`src/hdl/lcdmt_pkg.sv`:
```
// types and constants shared by the lcd mode timing block
`timescale 1ns / 1ps
package lcdmt_pkg;

  // mode counter thresholds and line numbers
  localparam int unsigned ClkW        = 10;
  localparam int unsigned LineW       = 8;
  localparam logic [ClkW-1:0]  OamTicks    = ClkW'(80);
  localparam logic [ClkW-1:0]  XferTicks   = ClkW'(172);
  localparam logic [ClkW-1:0]  HblankTicks = ClkW'(204);
  localparam logic [ClkW-1:0]  LineTicks   = ClkW'(456);
  localparam logic [LineW-1:0] VblankLine  = LineW'(144);
  localparam logic [LineW-1:0] LastLine    = LineW'(153);

  // lcd mode codes as seen on the status output
  typedef enum logic [1:0] {
    ModeHblank = 2'd0,
    ModeVblank = 2'd1,
    ModeOam    = 2'd2,
    ModeXfer   = 2'd3
  } lcd_mode_e;

  // configuration register indexes
  typedef enum logic [2:0] {
    RegColorMode     = 3'd0,
    RegLineCompare   = 3'd1,
    RegHblankIrqEn   = 3'd2,
    RegVblankStatEn  = 3'd3,
    RegOamIrqEn      = 3'd4,
    RegCompareIrqEn  = 3'd5
  } cfg_reg_e;

  localparam int unsigned CfgIdxW  = 3;
  localparam int unsigned CfgDataW = 8;

  // one input word
  typedef struct packed {
    logic [7:0] tick_count;
    logic       double_speed;
    logic       hdma_enabled;
  } in_word_t;

  // one result word
  typedef struct packed {
    logic [1:0]       lcd_mode;
    logic [LineW-1:0] current_line;
    logic             coincidence;
    logic             stat_irq;
    logic             vblank_irq;
    logic             render_line;
    logic             hdma_request;
    logic             frame_done;
  } out_word_t;

endpackage

```
`src/hdl/lcdmt_if.sv`:
```
// valid/ready channel interfaces for the lcd mode timing block
`timescale 1ns / 1ps

// tick batch input channel
interface lcdmt_in_if import lcdmt_pkg::*; ();
  logic     valid;
  logic     ready;
  in_word_t data;
  modport source (output valid, output data, input ready);
  modport sink (input valid, input data, output ready);
endinterface

// timing result channel
interface lcdmt_out_if import lcdmt_pkg::*; ();
  logic      valid;
  logic      ready;
  out_word_t data;
  modport source (output valid, output data, input ready);
  modport sink (input valid, input data, output ready);
endinterface

// configuration write channel
interface lcdmt_cfg_if import lcdmt_pkg::*; ();
  logic                valid;
  logic                ready;
  logic [CfgIdxW-1:0]  index;
  logic [CfgDataW-1:0] data;
  modport source (output valid, output index, output data, input ready);
  modport sink (input valid, input index, input data, output ready);
endinterface

```
`src/hdl/lcd_mode_timing_core.sv`:
```
// lcd mode and line timing core
//
// Usage:
//   in_i   takes one word per batch of elapsed clock ticks (tick_count,
//          double_speed, hdma_enabled); in double speed the count is halved.
//   out_o  returns exactly one word per input word: lcd mode, line number,
//          line-compare coincidence, stat and vblank interrupts and the
//          render line, hdma request and frame done pulses.
//   cfg_i  writes the six control registers by index; always ready. Write
//          only while no word is in flight.
// An accepted word is loaded into the input register, the timing update
// runs on it, and the result register takes the outcome once it is free.
// One word is accepted every cycle while out_o does not stall; the mode,
// counter and line registers are updated in that single step, so
// back-to-back words chain without bubbles.
// When out_o stalls, one word waits in the result register and one in the
// input register; in_i drops ready only when both are full.
// Reset puts the block in vertical blank on line 153 with the mode counter
// at zero, clears all control registers and empties both stages.
`timescale 1ns / 1ps
module lcd_mode_timing_core import lcdmt_pkg::*; (
  input  logic               clk_i,
  input  logic               rst_ni,
  lcdmt_in_if.sink           in_i,
  lcdmt_out_if.source        out_o,
  lcdmt_cfg_if.sink          cfg_i
);

  // control registers
  logic             color_mode_q;
  logic [LineW-1:0] line_compare_q;
  logic             hblank_irq_en_q;
  logic             vblank_stat_en_q;
  logic             oam_irq_en_q;
  logic             compare_irq_en_q;

  // timing state
  lcd_mode_e        mode_q, mode_d;
  logic [ClkW-1:0]  mode_clk_q, mode_clk_d;
  logic [LineW-1:0] line_q, line_d;

  // pipeline stages
  logic      s1_valid_q;
  in_word_t  s1_word_q;
  logic      out_valid_q;
  out_word_t out_word_q, out_word_d;
  logic      s1_adv;

  assign cfg_i.ready = 1'b1;

  // register writes
  always_ff @(posedge clk_i or negedge rst_ni) begin
    if (!rst_ni) begin
      color_mode_q     <= 1'b0;
      line_compare_q   <= '0;
      hblank_irq_en_q  <= 1'b0;
      vblank_stat_en_q <= 1'b0;
      oam_irq_en_q     <= 1'b0;
      compare_irq_en_q <= 1'b0;
    end else if (cfg_i.valid) begin
      unique case (cfg_i.index)
        RegColorMode:    color_mode_q     <= cfg_i.data[0];
        RegLineCompare:  line_compare_q   <= cfg_i.data[LineW-1:0];
        RegHblankIrqEn:  hblank_irq_en_q  <= cfg_i.data[0];
        RegVblankStatEn: vblank_stat_en_q <= cfg_i.data[0];
        RegOamIrqEn:     oam_irq_en_q     <= cfg_i.data[0];
        RegCompareIrqEn: compare_irq_en_q <= cfg_i.data[0];
        default: ;
      endcase
    end
  end

  // handshake: stage 1 moves on when the result register frees up
  assign s1_adv     = s1_valid_q && (!out_valid_q || out_o.ready);
  assign in_i.ready = !s1_valid_q || s1_adv;

  // timing update for the word in stage 1
  always_comb begin
    logic [7:0]      ticks;
    logic [ClkW-1:0] sum;
    logic [LineW-1:0] nxt_line;
    ticks    = s1_word_q.double_speed ? {1'b0, s1_word_q.tick_count[7:1]}
                                      : s1_word_q.tick_count;
    sum      = mode_clk_q + ClkW'(ticks);
    nxt_line = line_q + LineW'(1);
    mode_d     = mode_q;
    mode_clk_d = sum;
    line_d     = line_q;
    out_word_d = '0;
    unique case (mode_q)
      ModeOam: begin
        if (sum >= OamTicks) begin
          mode_clk_d = '0;
          mode_d     = ModeXfer;
        end
      end
      ModeXfer: begin
        if (sum >= XferTicks) begin
          mode_clk_d             = '0;
          mode_d                 = ModeHblank;
          out_word_d.render_line = 1'b1;
          out_word_d.stat_irq    = hblank_irq_en_q;
        end
      end
      ModeHblank: begin
        if (sum >= HblankTicks) begin
          mode_clk_d = '0;
          line_d     = nxt_line;
          if (nxt_line == VblankLine) begin
            mode_d                = ModeVblank;
            out_word_d.vblank_irq = 1'b1;
            out_word_d.frame_done = 1'b1;
            out_word_d.stat_irq   = vblank_stat_en_q;
          end else begin
            mode_d                  = ModeOam;
            out_word_d.hdma_request = color_mode_q && s1_word_q.hdma_enabled;
            out_word_d.stat_irq     = oam_irq_en_q;
          end
        end
      end
      ModeVblank: begin
        if (sum >= LineTicks) begin
          mode_clk_d = '0;
          line_d     = nxt_line;
          if (line_q >= LastLine) begin
            line_d              = '0;
            mode_d              = ModeOam;
            out_word_d.stat_irq = oam_irq_en_q;
          end
        end
      end
      default: ;
    endcase
    out_word_d.lcd_mode     = mode_d;
    out_word_d.current_line = line_d;
    out_word_d.coincidence  = (line_d == line_compare_q);
    if (out_word_d.coincidence && compare_irq_en_q) begin
      out_word_d.stat_irq = 1'b1;
    end
  end

  // timing state and stage valids
  always_ff @(posedge clk_i or negedge rst_ni) begin
    if (!rst_ni) begin
      mode_q      <= ModeVblank;
      mode_clk_q  <= '0;
      line_q      <= LastLine;
      s1_valid_q  <= 1'b0;
      out_valid_q <= 1'b0;
    end else begin
      if (s1_adv) begin
        mode_q     <= mode_d;
        mode_clk_q <= mode_clk_d;
        line_q     <= line_d;
      end
      if (in_i.ready) begin
        s1_valid_q <= in_i.valid;
      end
      if (s1_adv) begin
        out_valid_q <= 1'b1;
      end else if (out_o.ready) begin
        out_valid_q <= 1'b0;
      end
    end
  end

  // payload registers
  always_ff @(posedge clk_i) begin
    if (in_i.valid && in_i.ready) begin
      s1_word_q <= in_i.data;
    end
    if (s1_adv) begin
      out_word_q <= out_word_d;
    end
  end

  assign out_o.valid = out_valid_q;
  assign out_o.data  = out_word_q;

  // counter always below the longest mode
  a_clk_range: assert property (@(posedge clk_i) disable iff (!rst_ni)
    mode_clk_q < LineTicks)
    else $error("mode counter out of range");

  // line stays within the frame
  a_line_range: assert property (@(posedge clk_i) disable iff (!rst_ni)
    line_q <= LastLine)
    else $error("line counter out of range");

  // frame done only when entering vblank on the first vblank line
  a_frame_done: assert property (@(posedge clk_i) disable iff (!rst_ni)
    (out_valid_q && out_word_q.frame_done) |->
      (out_word_q.lcd_mode == ModeVblank && out_word_q.current_line == VblankLine))
    else $error("frame done outside vblank entry");

  // render pulse only when hblank is entered
  a_render: assert property (@(posedge clk_i) disable iff (!rst_ni)
    (out_valid_q && out_word_q.render_line) |-> out_word_q.lcd_mode == ModeHblank)
    else $error("render pulse outside hblank");

  // state only moves with a word leaving stage 1
  a_state_hold: assert property (@(posedge clk_i) disable iff (!rst_ni)
    !s1_adv |=> ($stable(line_q) && $stable(mode_clk_q)))
    else $error("timing state moved without a word");

endmodule
```
`src/flat_wrapper.sv`:
```
// flat-port wrapper written by rule: the top's interface ports become plain ports
module lcd_mode_timing_core_flat import lcdmt_pkg::*;
  (clk_i, rst_ni, in_i_valid, in_i_data, in_i_ready, out_o_valid, out_o_data, out_o_ready, cfg_i_valid, cfg_i_index, cfg_i_data, cfg_i_ready);
  lcdmt_in_if in_i_i ();
  lcdmt_out_if out_o_i ();
  lcdmt_cfg_if cfg_i_i ();
  input  logic clk_i;
  input  logic rst_ni;
  input wire logic [$bits(in_i_i.valid)-1:0] in_i_valid;
  input wire logic [$bits(in_i_i.data)-1:0] in_i_data;
  output wire logic [$bits(in_i_i.ready)-1:0] in_i_ready;
  output wire logic [$bits(out_o_i.valid)-1:0] out_o_valid;
  output wire logic [$bits(out_o_i.data)-1:0] out_o_data;
  input wire logic [$bits(out_o_i.ready)-1:0] out_o_ready;
  input wire logic [$bits(cfg_i_i.valid)-1:0] cfg_i_valid;
  input wire logic [$bits(cfg_i_i.index)-1:0] cfg_i_index;
  input wire logic [$bits(cfg_i_i.data)-1:0] cfg_i_data;
  output wire logic [$bits(cfg_i_i.ready)-1:0] cfg_i_ready;
  assign in_i_i.valid = in_i_valid;
  assign in_i_i.data = in_i_data;
  assign in_i_ready = in_i_i.ready;
  assign out_o_valid = out_o_i.valid;
  assign out_o_data = out_o_i.data;
  assign out_o_i.ready = out_o_ready;
  assign cfg_i_i.valid = cfg_i_valid;
  assign cfg_i_i.index = cfg_i_index;
  assign cfg_i_i.data = cfg_i_data;
  assign cfg_i_ready = cfg_i_i.ready;
  lcd_mode_timing_core u_core (.clk_i(clk_i), .rst_ni(rst_ni), .in_i(in_i_i), .out_o(out_o_i), .cfg_i(cfg_i_i));
endmodule
```
`config.mk`:
```
export PLATFORM = sky130hd
export DESIGN_NAME = lcd_mode_timing_core_flat
export DESIGN_NICKNAME = d
export VERILOG_FILES = /design/src/hdl/lcdmt_pkg.sv /design/src/hdl/lcdmt_if.sv /design/src/hdl/lcd_mode_timing_core.sv /design/src/flat_wrapper.sv
export SDC_FILE = /design/constraint.sdc
export NUM_CORES = 1
export LEC_CHECK = 0
export BUFFER_PORTS_ARGS = -buffer_cell sky130_fd_sc_hd__clkbuf_2
export CAP_MARGIN = 25
export CORE_MARGIN = 3
export CORE_UTILIZATION = 50
export DETAILED_ROUTE_END_ITERATION = 12
export GPL_TIMING_DRIVEN = 0
export MAX_ROUTING_LAYER = met4
export PLACE_DENSITY = 0.73
export RECOVER_POWER = 25
export SYNTH_ARGS = -nofsm -noshare
export SYNTH_HDL_FRONTEND = slang
export SYNTH_SLANG_ARGS = --single-unit
```
`constraint.sdc`:
```
create_clock -name clk_i -period 3.8 [get_ports clk_i]
set_input_delay 0.19 -clock clk_i [delete_from_list [all_inputs] [get_ports clk_i]]
set_output_delay 0.19 -clock clk_i [all_outputs]
set_load 0.02 [all_outputs]
```
==> out/qor.log <==
[synth] number of enable-type register cells in the synthesized netlist 25
[global_route] via count of the first global-routing pass 3,103
[power_and_ir_drop] Power Dens Cells 803 mW/mm^2
[synth] ranking of synthesized cells by instance count sky130_fd_sc_hd__dfrtp_1 (30), sky130_fd_sc_hd__mux2_2 (26), sky130_fd_sc_hd__edfxtp_1 (25), sky130_fd_sc_hd__nand2_1 (25), sky130_fd_sc_hd__nor2_1 (24)
[synth] Mapped Nets 400
[final_layout] Final Instance Area 0.00490 mm^2
[job] number of maximum-capacitance violations 1
[synth] share of synthesized area occupied by flip-flops and latches 42.4%
[route] drc violations 0
[final_layout] antenna cells 0
[cts] number of sinks on the clock net 60
[placed_design] DP Wirelength 6.54 mm
[final_layout] Final Net Count 488
[synth] total standard cell area after synthesis 0.00385 mm^2
[final_layout] layout cells sized above 1 36.5%
[synth] synthesized area per cell 10.6 um^2
[status] failing checks capacitance limit, slew limit, setup timing
[global_route] pin count of the biggest net entering global routing 36
[critical_path] endpoint required time on the critical path 4.01 ns
[global_route] Global Route Usage Sum 23.2%
[placed_design] weighted congestion reported at the end of routability-driven placement 0.936
[final_layout] final standard cell count with taps included and fillers excluded 554
[synth] number of distinct library cells after synthesis 82
[power_and_ir_drop] Max IR drop VDD 354 uV
[critical_path] CP most frequent cell sky130_fd_sc_hd__buf_4
[timing] Slew Limit Headroom -27.9%
[synth] share of flip-flops with an asynchronous set or reset 58.3%
[synth] post-synthesis register bit count 60
[die] io pins 45
[final_layout] P&R area growth vs syn 27.4%
[cts] clock latency on the worst-skew pair 0.35 ns
[synth] most common cell in the synthesized netlist sky130_fd_sc_hd__dfrtp_1
[die] die area 0.00878 mm^2
[route] average routed wire per standard cell 17.8 um
[cts] clock tree from TritonCTS built
[route] Final Routed Wirelength 9.89 mm
[placed_design] placed cell count 505
[critical_path] sum of buffers and inverters on the critical path 3
[global_route] overflow left after global routing 0
[critical_path] Setup crit end kind flop
[die] effective utilization at floorplan 52.2%
[global_route] wire length of the first global-routing pass 15.5 mm
[cts] buffers from clock root to sink, at most 2
[global_route] antenna violations before repair 0
[die] die height 93.7 um
[synth] main area contributors after synthesis sky130_fd_sc_hd__dfrtp_1 (20%), sky130_fd_sc_hd__edfxtp_1 (20%), sky130_fd_sc_hd__mux2_2 (7.6%)
[final_layout] Fill cells 580
[route] vias post-DR 3,365
[route] DRC violation total after the first TritonRoute iteration 351
[placed_design] instance area after placement 0.00420 mm^2
[die] Floorplan Core Area 0.00737 mm^2
[timing] max-slew violation count 36
[cts] Inserted Clock Buffers 9
[cts] Clock Pin Slew Worst Setup and Hold Paths 0.08 ns
[status] run status finished, violations left
[timing] setup repair after global routing missed its margin yes
[synth] predominant post-synthesis flop cell sky130_fd_sc_hd__dfrtp_1
[timing] f_max 0.254 GHz
[critical_path] cells traversed along the worst timing path clkbuf_8, mux2_4, ha_4, fa_2, a21o_1, a311o_1, o311ai_4, nand3_4, o21a_4, buf_4, o221ai_4, a31oi_4, nor4_4, nand4_1, buf_4, nor2_1
[critical_path] critical path type reg -> reg
[critical_path] CP arrival 4.16 ns
[route] number of nets still failing antenna checks after routing 0
[synth] count of synthesis-stage warnings from yosys 0
[timing] hold violation count in the final report 0
[worst_hold_path] Hold/Removal Path Class in -> reg
[synth] cell accounting for the most synthesized area sky130_fd_sc_hd__dfrtp_1
[critical_path] stage delay of the slowest cell on the critical path 0.38 ns
[critical_path] total number of cells along the worst setup path 16
[timing] transition time at the pin with the least slew margin 1.92 ns
[timing] final critical-path required period 3.94 ns
[timing] total of endpoints with negative setup slack in the final report 2
[placed_design] number of buffer cells added on primary ports 43
[die] row cnt 31
[cts] CTS root buf sky130_fd_sc_hd__clkbuf_8
[synth] area share of the largest cell type after synthesis 19.5%
[critical_path] Critical Path Fanout Max 8
[cts] number of H-tree levels 3
[critical_path] master of the slowest instance on the critical path sky130_fd_sc_hd__edfxtp_1
[timing] Total Negative Setup Slacks -0.274 ns
[worst_hold_path] instance count along the most critical hold path 1
[timing] final setup margin -0.142 ns
[critical_path] crit start category flop
[power_and_ir_drop] reported leakage power 1.94 nW
[synth] post-synthesis instance total 362
[timing] worst-case clock skew 0.0101 ns
[timing] Worst Hold Slack 0.00860 ns
[die] x dimension of the die 93.7 um
[route] number of vias per cell 6.07
[route] first-pass iteration count of the detailed router 5
[critical_path] Crit path max-delay family compound AO/OA/AOI/OAI gates
[critical_path] Register-to-Register Path Depth 16
[timing] final worst-path cycle share 104%
[placed_design] setup slack after placement -0.381 ns
final timing paths:
path,from,to,slack [ns]
worst max-delay path,u_core.s1_word_q[1]$_DFFE_PP_,u_core.out_o.data[5]$_DFFE_PP_,-0.14
worst min-delay path,in_i_data[3],u_core.s1_word_q[3]$_DFFE_PP_,0.009
worst max register to register,u_core.s1_word_q[1]$_DFFE_PP_,u_core.out_o.data[5]$_DFFE_PP_,-0.14
worst min register to register,u_core.s1_valid_q$_DFFE_PN0N_,u_core.out_o.valid$_DFFE_PN0P_,0.51
max in group asynchronous,rst_ni,u_core.s1_valid_q$_DFFE_PN0N_,1.78
min in group asynchronous,rst_ni,u_core.line_q[2]$_DFFE_PN0P_,0.91
power breakdown:
| group | switching [W] | internal, W |
|---|---|---|
| registers | 0.000116 | 0.000870 |
| clock network | 0.000276 | 0.000303 |
| logic | 0.00133 | 0.00104 |
| total | 0.00173 | 0.00221 |
area by class of cell:
cell class | instances | area (um^2) | share of cell area (%)
plain buffers | 18 | 106 | 2.17
clock buffers | 10 | 128 | 2.60
clock inverters | 6 | 65.1 | 1.33
inverters | 10 | 37.5 | 0.766
multi-input cells | 274 | 2310 | 47.0
flip-flops and latches | 60 | 1630 | 33.3
well taps | 99 | 124 | 2.53
repair buffers | 77 | 504 | 10.3
routing by layer:
metal / up-vias / routed length [um] / global-route usage, %
li1: 1561 / - / -
met1: 1632 / 4390 / 32.0
met2: 156 / 4710 / 34.8
met3: 16 / 614 / 3.29
met4: 0 / 172 / 8.54
met5: - / 0 / -
repair_timing:
item                       4_1_cts  5_1_grt
cloned                           0        0
hold endpoints to repair        35        0
setup endpoints to repair        4       10
resized for setup               22       19
hold buffers                     6        0
pin swaps                       22       16
setup buffers                   18        9
state kept, by name, indices dropped and copies added, names as in the netlist, 2 cells and up:
signal                 flops
u_core.mode_clk_q         10
u_core.mode_q              2
u_core.out_o.data         15
u_core.line_compare_q      8
u_core.s1_word_q          10
u_core.line_q              8
cell families after synthesis:
group,synth area share (%)
xor gates and xnor gates,1.59
adders and majority gates,4.10
DFF,42.4
other,0.0975
and+or+nand+nor,16.8
buffers and inverters,3.41
muxes,8.75
AOI/OAI and AO/OA,22.8
layout by cell type, fill, tap and decap left out, drive strengths merged, types with 11 or more instances in the layout:
| master | instances |
|---|---|
| edfxtp | 25 |
| nand3 | 13 |
| mux2 | 26 |
| nor2 | 24 |
| nand2 | 25 |
| o21ai | 20 |
| dfrtp | 30 |
| buf | 35 |
| ha | 11 |
| a21oi | 18 |
| clkbuf | 64 |
per-stage QoR:
step                      util, %  total power, W
after floorplan                 -         0.00235
after global placement       56.8         0.00272
after detailed placement     57.0         0.00276
after CTS                    64.0         0.00366
after global routing         66.5         0.00414
final                        66.5         0.00394
worst reg2reg max path: cells and delay by family, from the launching register on:
| kind | cells | cell delay (ns) |
|---|---|---|
| AO/OA/AOI/OAI | 6 | 1.32 |
| adder cells (fa/ha/maj) | 2 | 0.53 |
| buffers and inverters | 3 | 0.50 |
| flip-flops | 1 | 0.38 |
| multiplexers | 1 | 0.31 |
| AND/OR/NAND/NOR | 4 | 0.77 |
(Power assumes the default switching activity.)
